### config.mk
export PLATFORM = sky130hd
export DESIGN_NAME = dtls_srtp_hello_matcher
export DESIGN_NICKNAME = d
export VERILOG_FILES = /design/src/sv/dsh_pkg.sv /design/src/sv/dsh_front.sv /design/src/sv/dsh_queue.sv /design/src/sv/dsh_back.sv /design/src/sv/dtls_srtp_hello_matcher.sv
export SDC_FILE = /design/constraint.sdc
export NUM_CORES = 1
export LEC_CHECK = 0
export BUFFER_PORTS_ARGS = -buffer_cell sky130_fd_sc_hd__buf_2
export CORE_UTILIZATION = 30
export CTS_CLUSTER_SIZE = 28
export DETAILED_ROUTE_END_ITERATION = 8
export GPL_TIMING_DRIVEN = 0
export PLACE_DENSITY = 0.4
export SLEW_MARGIN = 20
export SYNTH_ARGS = -nofsm -noshare
export SYNTH_HDL_FRONTEND = slang
export SYNTH_SLANG_ARGS = --single-unit
### constraint.sdc
create_clock -name clock -period 9.15 [get_ports clock]
set_input_delay 0.4575 -clock clock [delete_from_list [all_inputs] [get_ports clock]]
set_output_delay 0.4575 -clock clock [all_outputs]
set_load 0.05 [all_outputs]
### src/sv/dsh_pkg.sv
`timescale 1ns / 1ps
// shared types and constants for the dtls-srtp hello matcher
// no dependencies; imported by every module of the block
package dsh_pkg;

   localparam int OFFSET_BITS = 17;
   // wide enough for an offset plus a 16-bit length plus one
   localparam int SUM_BITS    = ((OFFSET_BITS > 17) ? OFFSET_BITS : 17) + 1;

   typedef logic [OFFSET_BITS-1:0] offset_type;
   localparam offset_type OFF_MAX = '1;

   localparam logic [15:0] ETH_IPV4 = 16'h0800;
   localparam logic [15:0] ETH_IPV6 = 16'h86DD;

   localparam int QDEPTH    = 4;
   localparam int QPTR_BITS = 2;

   localparam logic [2:0] CSR_STUN_PORT      = 3'd0;
   localparam logic [2:0] CSR_STUN_DATA_ATTR = 3'd1;
   localparam logic [2:0] CSR_MAX_STUN_ATTRS = 3'd2;
   localparam logic [2:0] CSR_SRTP_EXT_TYPE  = 3'd3;
   localparam logic [2:0] CSR_MAX_HELLO_EXTS = 3'd4;

   typedef enum logic [1:0] {
      ETK_OTHER,
      ETK_IPV4,
      ETK_IPV6
   } et_kind_type;

   typedef struct packed {
      logic [7:0]  pkt_byte;
      offset_type  pos;
      et_kind_type et_kind;
      logic        last_byte;
   } byte_item_type;

   typedef struct packed {
      logic [15:0] stun_port;
      logic [15:0] stun_data_attr_type;
      logic [3:0]  max_stun_attrs;
      logic [15:0] srtp_ext_type;
      logic [3:0]  max_hello_exts;
   } cfg_type;

endpackage

### src/sv/dsh_front.sv
`timescale 1ns / 1ps
// front end: takes packet bytes, tracks byte position and classifies the ethertype
// depends on dsh_pkg
module dsh_front import dsh_pkg::*; (
   input  logic          clock,
   input  logic          reset,
   input  logic          push,
   output logic          full,
   input  logic [7:0]    pkt_byte,
   input  logic [15:0]   ethertype,
   input  logic          last_byte,
   input  logic          q_full,
   output logic          q_push,
   output byte_item_type q_item
);

   offset_type pos_ff;
   offset_type pos_in;
   logic       accept;

   assign full   = q_full;
   assign accept = push && !q_full;
   assign q_push = accept;

   always_comb begin
      q_item.pkt_byte  = pkt_byte;
      q_item.pos       = pos_ff;
      q_item.last_byte = last_byte;
      if (ethertype == ETH_IPV4) begin
         q_item.et_kind = ETK_IPV4;
      end else if (ethertype == ETH_IPV6) begin
         q_item.et_kind = ETK_IPV6;
      end else begin
         q_item.et_kind = ETK_OTHER;
      end
   end

   always_comb begin
      pos_in = pos_ff;
      if (accept) begin
         if (last_byte) begin
            pos_in = '0;
         end else if (pos_ff != OFF_MAX) begin
            pos_in = pos_ff + offset_type'(1);
         end
      end
   end

   always_ff @(posedge clock) begin
      if (reset) begin
         pos_ff <= '0;
      end else begin
         pos_ff <= pos_in;
      end
   end

endmodule

### src/sv/dsh_queue.sv
`timescale 1ns / 1ps
// short queue of classified bytes between front and back end
// depends on dsh_pkg
module dsh_queue import dsh_pkg::*; (
   input  logic          clock,
   input  logic          reset,
   input  logic          push,
   input  byte_item_type item_in,
   output logic          full,
   input  logic          pop,
   output logic          empty,
   output byte_item_type head
);

   byte_item_type              mem_ff [QDEPTH];
   logic [QPTR_BITS-1:0]       wr_ff, wr_in;
   logic [QPTR_BITS-1:0]       rd_ff, rd_in;
   logic [QPTR_BITS:0]         cnt_ff, cnt_in;

   assign full  = (cnt_ff == (QPTR_BITS+1)'(QDEPTH));
   assign empty = (cnt_ff == '0);
   assign head  = mem_ff[rd_ff];

   always_comb begin
      wr_in  = push ? wr_ff + 1'b1 : wr_ff;
      rd_in  = pop  ? rd_ff + 1'b1 : rd_ff;
      cnt_in = cnt_ff;
      if (push && !pop) begin
         cnt_in = cnt_ff + 1'b1;
      end else if (pop && !push) begin
         cnt_in = cnt_ff - 1'b1;
      end
   end

   always_ff @(posedge clock) begin
      if (push) begin
         mem_ff[wr_ff] <= item_in;
      end
   end

   always_ff @(posedge clock) begin
      if (reset) begin
         wr_ff  <= '0;
         rd_ff  <= '0;
         cnt_ff <= '0;
      end else begin
         wr_ff  <= wr_in;
         rd_ff  <= rd_in;
         cnt_ff <= cnt_in;
      end
   end

endmodule

### src/sv/dsh_back.sv
`timescale 1ns / 1ps
// back end: header parser walking ip/udp/stun/dtls fields, plus the verdict queue
// depends on dsh_pkg
module dsh_back import dsh_pkg::*; (
   input  logic          clock,
   input  logic          reset,
   input  cfg_type       cfg,
   input  logic          q_empty,
   input  byte_item_type q_head,
   output logic          q_pop,
   input  logic          rsp_pop,
   output logic          rsp_empty,
   output logic          rsp_matched
);

   localparam logic [4:0] PH_NET   = 5'd0;
   localparam logic [4:0] PH_PROTO = 5'd1;
   localparam logic [4:0] PH_DP0   = 5'd2;
   localparam logic [4:0] PH_DP1   = 5'd3;
   localparam logic [4:0] PH_AT0   = 5'd4;
   localparam logic [4:0] PH_AT1   = 5'd5;
   localparam logic [4:0] PH_AL0   = 5'd6;
   localparam logic [4:0] PH_AL1   = 5'd7;
   localparam logic [4:0] PH_RT    = 5'd8;
   localparam logic [4:0] PH_RV0   = 5'd9;
   localparam logic [4:0] PH_RV1   = 5'd10;
   localparam logic [4:0] PH_MSG   = 5'd11;
   localparam logic [4:0] PH_CV0   = 5'd12;
   localparam logic [4:0] PH_CV1   = 5'd13;
   localparam logic [4:0] PH_SID   = 5'd14;
   localparam logic [4:0] PH_COOK  = 5'd15;
   localparam logic [4:0] PH_CS0   = 5'd16;
   localparam logic [4:0] PH_CS1   = 5'd17;
   localparam logic [4:0] PH_COMP  = 5'd18;
   localparam logic [4:0] PH_ET0   = 5'd19;
   localparam logic [4:0] PH_ET1   = 5'd20;
   localparam logic [4:0] PH_EL0   = 5'd21;
   localparam logic [4:0] PH_EL1   = 5'd22;

   function automatic offset_type sat_add(input offset_type a, input logic [16:0] b);
      logic [SUM_BITS-1:0] s;
      s = SUM_BITS'(a) + SUM_BITS'(b);
      if (s > SUM_BITS'(OFF_MAX)) begin
         return OFF_MAX;
      end
      return s[OFFSET_BITS-1:0];
   endfunction

   logic [4:0] phase_ff, phase_in, ph_cur;
   offset_type target_ff, target_in, tgt_cur;
   logic [7:0] accum_ff, accum_in;
   logic [3:0] count_ff, count_in, cnt_inc;
   logic [5:0] iplen_ff, iplen_in, iplen_cur;
   logic       match_ff, match_in;
   logic       decided_ff, decided_in;

   logic       res_ff [2];
   logic       res_wr_ff, res_rd_ff;
   logic [1:0] res_cnt_ff, res_cnt_in;
   logic       res_full, res_push, res_pop, verdict;

   offset_type  p;
   logic [7:0]  b;
   logic [15:0] v;
   logic        consume;

   assign res_full    = (res_cnt_ff == 2'd2);
   assign consume     = !q_empty && !(q_head.last_byte && res_full);
   assign q_pop       = consume;
   assign res_push    = consume && q_head.last_byte;
   assign rsp_empty   = (res_cnt_ff == 2'd0);
   assign rsp_matched = res_ff[res_rd_ff];
   assign res_pop     = rsp_pop && !rsp_empty;

   assign p       = q_head.pos;
   assign b       = q_head.pkt_byte;
   assign v       = {accum_ff, b};
   assign cnt_inc = count_ff + 4'd1;

   always_comb begin
      ph_cur     = phase_ff;
      tgt_cur    = target_ff;
      iplen_cur  = iplen_ff;
      match_in   = match_ff;
      decided_in = decided_ff;
      accum_in   = accum_ff;
      count_in   = count_ff;

      // network header selection on the first byte
      if (p == '0) begin
         case (q_head.et_kind)
            ETK_IPV4: begin
               iplen_cur = 6'd20;
               ph_cur    = PH_PROTO;
               tgt_cur   = offset_type'(9);
            end
            ETK_IPV6: begin
               iplen_cur = 6'd40;
               ph_cur    = PH_PROTO;
               tgt_cur   = offset_type'(6);
            end
            default: begin
               match_in   = 1'b0;
               decided_in = 1'b1;
            end
         endcase
      end

      phase_in  = ph_cur;
      target_in = tgt_cur;
      iplen_in  = iplen_cur;

      if (!decided_in && p == tgt_cur && p != OFF_MAX) begin
         unique case (ph_cur)
            PH_PROTO: begin
               if (b != 8'd17) begin
                  match_in = 1'b0; decided_in = 1'b1;
               end else begin
                  phase_in  = PH_DP0;
                  target_in = sat_add(offset_type'(iplen_cur), 17'd2);
               end
            end
            PH_DP0: begin
               accum_in = b; phase_in = PH_DP1; target_in = sat_add(p, 17'd1);
            end
            PH_DP1: begin
               if (v == cfg.stun_port) begin
                  count_in  = 4'd0;
                  phase_in  = PH_AT0;
                  target_in = sat_add(p, 17'd25);
               end else begin
                  phase_in  = PH_RT;
                  target_in = sat_add(p, 17'd5);
               end
            end
            PH_AT0: begin
               accum_in = b; phase_in = PH_AT1; target_in = sat_add(p, 17'd1);
            end
            PH_AT1: begin
               if (v == cfg.stun_data_attr_type) begin
                  phase_in = PH_RT;  target_in = sat_add(p, 17'd3);
               end else begin
                  phase_in = PH_AL0; target_in = sat_add(p, 17'd1);
               end
            end
            PH_AL0: begin
               accum_in = b; phase_in = PH_AL1; target_in = sat_add(p, 17'd1);
            end
            PH_AL1: begin
               count_in = cnt_inc;
               if (cnt_inc >= cfg.max_stun_attrs) begin
                  match_in = 1'b0; decided_in = 1'b1;
               end else begin
                  phase_in  = PH_AT0;
                  target_in = sat_add(p, 17'(v) + 17'd1);
               end
            end
            PH_RT: begin
               if (b != 8'd22) begin
                  match_in = 1'b0; decided_in = 1'b1;
               end else begin
                  phase_in = PH_RV0; target_in = sat_add(p, 17'd1);
               end
            end
            PH_RV0: begin
               if (b != 8'd254) begin
                  match_in = 1'b0; decided_in = 1'b1;
               end else begin
                  phase_in = PH_RV1; target_in = sat_add(p, 17'd1);
               end
            end
            PH_RV1: begin
               if (b != 8'd253 && b != 8'd255) begin
                  match_in = 1'b0; decided_in = 1'b1;
               end else begin
                  phase_in = PH_MSG; target_in = sat_add(p, 17'd11);
               end
            end
            PH_MSG: begin
               if (b != 8'd1) begin
                  match_in = 1'b0; decided_in = 1'b1;
               end else begin
                  phase_in = PH_CV0; target_in = sat_add(p, 17'd12);
               end
            end
            PH_CV0: begin
               if (b != 8'd254) begin
                  match_in = 1'b0; decided_in = 1'b1;
               end else begin
                  phase_in = PH_CV1; target_in = sat_add(p, 17'd1);
               end
            end
            PH_CV1: begin
               if (b != 8'd253) begin
                  match_in = 1'b0; decided_in = 1'b1;
               end else begin
                  phase_in = PH_SID; target_in = sat_add(p, 17'd33);
               end
            end
            PH_SID: begin
               phase_in = PH_COOK; target_in = sat_add(p, 17'(b) + 17'd1);
            end
            PH_COOK: begin
               phase_in = PH_CS0; target_in = sat_add(p, 17'(b) + 17'd1);
            end
            PH_CS0: begin
               accum_in = b; phase_in = PH_CS1; target_in = sat_add(p, 17'd1);
            end
            PH_CS1: begin
               phase_in = PH_COMP; target_in = sat_add(p, 17'(v) + 17'd1);
            end
            PH_COMP: begin
               // skip compression methods and the two-byte extensions length
               count_in  = 4'd0;
               phase_in  = PH_ET0;
               target_in = sat_add(p, 17'(b) + 17'd3);
            end
            PH_ET0: begin
               accum_in = b; phase_in = PH_ET1; target_in = sat_add(p, 17'd1);
            end
            PH_ET1: begin
               match_in  = (v == cfg.srtp_ext_type);
               phase_in  = PH_EL0;
               target_in = sat_add(p, 17'd1);
            end
            PH_EL0: begin
               accum_in = b; phase_in = PH_EL1; target_in = sat_add(p, 17'd1);
            end
            PH_EL1: begin
               if (match_ff) begin
                  decided_in = 1'b1;
               end else begin
                  count_in = cnt_inc;
                  if (cnt_inc >= cfg.max_hello_exts) begin
                     match_in = 1'b0; decided_in = 1'b1;
                  end else begin
                     phase_in  = PH_ET0;
                     target_in = sat_add(p, 17'(v) + 17'd1);
                  end
               end
            end
            default: begin
               match_in = 1'b0; decided_in = 1'b1;
            end
         endcase
      end

      verdict = decided_in && match_in;

      // end of packet: back to the network header phase
      if (q_head.last_byte) begin
         phase_in   = PH_NET;
         target_in  = '0;
         accum_in   = '0;
         count_in   = '0;
         iplen_in   = '0;
         match_in   = 1'b0;
         decided_in = 1'b0;
      end
   end

   always_comb begin
      res_cnt_in = res_cnt_ff;
      if (res_push && !res_pop) begin
         res_cnt_in = res_cnt_ff + 2'd1;
      end else if (res_pop && !res_push) begin
         res_cnt_in = res_cnt_ff - 2'd1;
      end
   end

   always_ff @(posedge clock) begin
      if (res_push) begin
         res_ff[res_wr_ff] <= verdict;
      end
   end

   always_ff @(posedge clock) begin
      if (reset) begin
         phase_ff   <= PH_NET;
         target_ff  <= '0;
         accum_ff   <= '0;
         count_ff   <= '0;
         iplen_ff   <= '0;
         match_ff   <= 1'b0;
         decided_ff <= 1'b0;
         res_wr_ff  <= 1'b0;
         res_rd_ff  <= 1'b0;
         res_cnt_ff <= '0;
      end else begin
         if (consume) begin
            phase_ff   <= phase_in;
            target_ff  <= target_in;
            accum_ff   <= accum_in;
            count_ff   <= count_in;
            iplen_ff   <= iplen_in;
            match_ff   <= match_in;
            decided_ff <= decided_in;
         end
         if (res_push) begin
            res_wr_ff <= ~res_wr_ff;
         end
         if (res_pop) begin
            res_rd_ff <= ~res_rd_ff;
         end
         res_cnt_ff <= res_cnt_in;
      end
   end

   a_res_cnt_bound: assert property (@(posedge clock) disable iff (reset)
      res_cnt_ff <= 2'd2)
      else $error("verdict queue overflow");

   a_packet_restart: assert property (@(posedge clock) disable iff (reset)
      consume && q_head.last_byte |=> phase_ff == PH_NET && !decided_ff && !match_ff)
      else $error("parser not restarted after last byte");

   a_no_stall_midpacket: assert property (@(posedge clock) disable iff (reset)
      !q_empty && !q_head.last_byte |-> consume)
      else $error("parser stalled on a non-final transaction");

   a_verdict_needs_ip: assert property (@(posedge clock) disable iff (reset)
      res_push && verdict |-> iplen_ff == 6'd20 || iplen_ff == 6'd40)
      else $error("match reported without an ip header");

endmodule

### src/sv/dtls_srtp_hello_matcher.sv
`timescale 1ns / 1ps
// top level of the dtls-srtp hello matcher: csr registers, front end, byte queue, parser
// depends on dsh_pkg, dsh_front, dsh_queue, dsh_back
//
//  channel | handshake            | payload
//  --------+----------------------+-------------------------------------------
//  req     | req_push / req_full  | req_pkt_byte, req_ethertype, req_last_byte
//  rsp     | rsp_pop / rsp_empty  | rsp_matched (one per packet)
//  csr     | csr_valid / csr_ready| csr_index, csr_wdata
//
// one byte per cycle while the verdict queue has room; the parser retires one per cycle
// a verdict shows on the rsp side the cycle after the parser takes the last byte
// a four-entry byte queue and a two-entry verdict queue decouple the sides
// rsp stalls back up through the parser only on a packet's last byte
// reset (synchronous) empties both queues and restores the csr reset values
module dtls_srtp_hello_matcher import dsh_pkg::*; (
   input  logic        clock,
   input  logic        reset,
   input  logic        req_push,
   output logic        req_full,
   input  logic [7:0]  req_pkt_byte,
   input  logic [15:0] req_ethertype,
   input  logic        req_last_byte,
   output logic        rsp_empty,
   input  logic        rsp_pop,
   output logic        rsp_matched,
   input  logic        csr_valid,
   output logic        csr_ready,
   input  logic [2:0]  csr_index,
   input  logic [15:0] csr_wdata
);

   cfg_type       cfg_ff, cfg_in;
   logic          q_full, q_push, q_empty, q_pop;
   byte_item_type q_item, q_head;

   assign csr_ready = 1'b1;

   always_comb begin
      cfg_in = cfg_ff;
      if (csr_valid) begin
         case (csr_index)
            CSR_STUN_PORT:      cfg_in.stun_port           = csr_wdata;
            CSR_STUN_DATA_ATTR: cfg_in.stun_data_attr_type = csr_wdata;
            CSR_MAX_STUN_ATTRS: cfg_in.max_stun_attrs      = csr_wdata[3:0];
            CSR_SRTP_EXT_TYPE:  cfg_in.srtp_ext_type       = csr_wdata;
            CSR_MAX_HELLO_EXTS: cfg_in.max_hello_exts      = csr_wdata[3:0];
            default:            cfg_in = cfg_ff;
         endcase
      end
   end

   always_ff @(posedge clock) begin
      if (reset) begin
         cfg_ff.stun_port           <= 16'd3478;
         cfg_ff.stun_data_attr_type <= 16'h0013;
         cfg_ff.max_stun_attrs      <= 4'd5;
         cfg_ff.srtp_ext_type       <= 16'd14;
         cfg_ff.max_hello_exts      <= 4'd10;
      end else begin
         cfg_ff <= cfg_in;
      end
   end

   dsh_front u_front (
      .clock     (clock),
      .reset     (reset),
      .push      (req_push),
      .full      (req_full),
      .pkt_byte  (req_pkt_byte),
      .ethertype (req_ethertype),
      .last_byte (req_last_byte),
      .q_full    (q_full),
      .q_push    (q_push),
      .q_item    (q_item)
   );

   dsh_queue u_queue (
      .clock   (clock),
      .reset   (reset),
      .push    (q_push),
      .item_in (q_item),
      .full    (q_full),
      .pop     (q_pop),
      .empty   (q_empty),
      .head    (q_head)
   );

   dsh_back u_back (
      .clock       (clock),
      .reset       (reset),
      .cfg         (cfg_ff),
      .q_empty     (q_empty),
      .q_head      (q_head),
      .q_pop       (q_pop),
      .rsp_pop     (rsp_pop),
      .rsp_empty   (rsp_empty),
      .rsp_matched (rsp_matched)
   );

endmodule

==> impl_metrics.toml <==
[detailed_routing]
totalWireLength_mm = 80.1
num_vias = 16900
ant_nets = 0
drc = 0
firstDrtPassIters = 6
routedWlPerCell_um = 27.3
drt_iter0_drc = 1789
routed_via_density = 5.74

[die]
floorplan.rows = 88
pin_count = 53
initial_utilization = 0.304
die_h_um = 244
die_w_um = 244
core_area_um2 = 57800
die_area_um2 = 59600

[synth]
synth_top_family_by_area = "simple AND/OR/NAND/NOR gates"
synth_warnings = 0
synth_compound_area_frac = 0.198
synth_cell_types = 95
synth_area_leaders = "edfxtp_1 19%, dfxtp_1 15%, nand2_1 5.4%"
synthXorXnorAreaFrac = 0.0817
synthAdderAreaFrac = 0.0515
synthCells = 2065
seq_area_frac_synth = 0.342
synth_edf_count = 114
syn_nets = 2184
synthFlopType = "dfxtp_1"
avgSynthCellArea_um2 = 8.51
async_flop_share = 0
synthSimpleGateAreaFrac = 0.220
synthesis.area_um2 = 17600
yosysTopAreaCell = "edfxtp_1"
synth_mux_area_frac = 0.0656
ys_ff_latch = 243
synth_top_area_frac = 0.195

[finish]
drive_gt1_frac = 0.0971
layout.nets = 2272
antennaDiodeCount = 0
area_delta_synth_final_pct = 13.8

[setup_path]
crit_required_ps = 9580
critPathArrivalTime_ps = 7840
crit_type = "reg2reg"
end_kind = "flip-flop"
start_kind = "flip-flop"
worstPathMaxFanout = 10

[timing]
slew_headroom = 0.280
fin_ws_ps = 1740
skew_ps = 47.6
fmax_ghz = 0.135
setup-tns-final_ps = 0
worst_slew_pin_slew_ps = 1070
post-route-period-util = 0.809
rsz0062_at_grt = "no"
drv_slew = 0
finalHoldViolCount = 0
finalSetupViolCount = 0
period_needed_ps = 7410

[grt]
antenna_found_initial = 4
grt_pass1_wl_mm = 115
overflow = 0
track_usage = 0.263
grt_pass1_vias = 16200
grt_max_degree = 22

[clock_network]
cts_resized = 0
cts-hold-fix-buffers = 0
cts_max_level = 1
clock-sinks = 243
clkLatencyLatePin_ps = 600
cts_buffer_depth = 3
clockRootBuffer = "clkbuf_16"
cts_tree = "yes"
postCtsSetupRepairBufs = 0
cts_buffers = 30
cts.reportedPaths.clkPinSlew_ps = 60

[power_and_ir_drop]
max-vdd-ir-drop_uv = 180
p_leak_nw = 7.04
p_per_area_nw_per_um2 = 269

[hold_path]
hp-class = "in2reg"

[placed_design]
io_buffers = 50
hpwl_mm = 62.6
place_ws_ps = 1860
gp_congestion = 0.987

[outcome]
status = "finished clean"

[flow_run]
maxCapViolations = 0
-- Yosys cell counts (all sizes together) (37+ instances only) --
cell and count:
nand3 73, nand4 37, clkbuf 83, xor2 64
a21oi 160, ha 66, nand2 256, mux2i 46
xnor2 100, nor2 193, o21ai 127, dfxtp 129
nor3 51, edfxtp 114, inv 54
-- metal layers --
layer / GRT usage / wire length (um) / up-vias
met4: 0.0686 / 2180 / 2
met5: 0 / 13 / -
met1: 0.362 / 36100 / 8294
met3: 0.0391 / 5370 / 121
li1: - / - / 7806
met2: 0.429 / 36500 / 650
-- stage by stage --
stage | hold WS (ps) | total power, mW | cells | util | cell area (um2)
2_1_floorplan | 416 | 3.19 | 2065 | - | 17600
3_3_place_gp | 434 | 4.06 | 2880 | 0.325 | 18800
3_5_place_dp | 445 | 4.08 | 2886 | 0.328 | 18900
4_1_cts | 33.0 | 5.38 | 2939 | 0.346 | 20000
5_1_grt | 53.7 | 5.69 | 2939 | 0.346 | 20000
6_report | 77.3 | 5.37 | 2939 | 0.346 | 20000
-- logic make-up after synthesis --
group	Yosys count
AND/OR/NAND/NOR	793
AO/OA/AOI/OAI	537
flip-flops	243
buffers and inverters	175
XOR/XNOR	164
multiplexers	82
adder cells (fa/ha/maj)	70
other	1
-- critical path, stage by stage, from the launching register on --
cell      delay (ps)
dfxtp_1          320
buf_6            170
buf_6            230
buf_2            360
buf_2            360
buf_1            630
mux4_2           620
ha_1             370
nor4bb_1         470
and4_4           360
buf_2            290
nor4_1           150
a21oi_2          590
clkbuf_1         740
o32ai_1          210
o21ai_0          280
nor4bb_1         900
o21ai_0          170
-- path summary, 6_finish.rpt --
path                                   startpoint               endpoint  slack, ps  cells past startpoint
worst max-delay path                    flip-flop    u_back.target_ff[6]       1740                     17
worst min-delay path              req_pkt_byte[1]  u_queue.mem_ff[3][21]         80                      1
worst max register to register          flip-flop    u_back.target_ff[6]       1740                     17
worst min register to register  u_back.decided_ff      u_back.decided_ff        460                      2
-- cell type report --
class	instances	area (um2)
Clock inverter	18	251
Sequential cell	243	6010
Tap cell	765	957
Timing Repair Buffer	56	368
Buffer	119	520
Fill cell	6112	37800
Multi-Input combinational cell	1647	10900
Clock buffer	35	811
Inverter	56	213
-- power by group --
| group | switching (mW) | internal [mW] | total [mW] | leakage [nW] |
|---|---|---|---|---|
| logic | 1.89 | 0.964 | 2.86 | 4.35 |
| clock network | 0.492 | 0.776 | 1.27 | 0.521 |
| registers | 0.0346 | 1.21 | 1.25 | 2.17 |
| total | 2.42 | 2.95 | 5.37 | 7.04 |
-- cell usage in the layout, fill, tap and decap left out, drive strengths merged, types with 33 or more instances in the layout --
cell type,netlist,final
a21oi,160,160
nor4,33,33
inv,54,57
clkbuf,83,118
o21ai,127,127
nand2,256,256
nand4,37,37
nor2,193,193
mux2i,46,46
nor3,51,51
nand3,73,73
ha,66,66
dfxtp,129,129
edfxtp,114,114
xnor2,100,100
buf,36,92
xor2,64,64
-- registers in the layout, indices dropped and copies added (netlist names), 2 cells and up, named ones only --
register           cells
u_back.res_cnt_ff      2
u_back.res_ff          2
u_back.count_ff        4
u_queue.rd_ff          2
u_back.phase_ff        5
u_queue.wr_ff          2
cfg_ff                56
u_back.iplen_ff        6
u_queue.cnt_ff         3
u_front.pos_ff        17
u_back.target_ff      17
u_queue.mem_ff       112
u_back.accum_ff        8
Power figures use the tool's default switching activity.
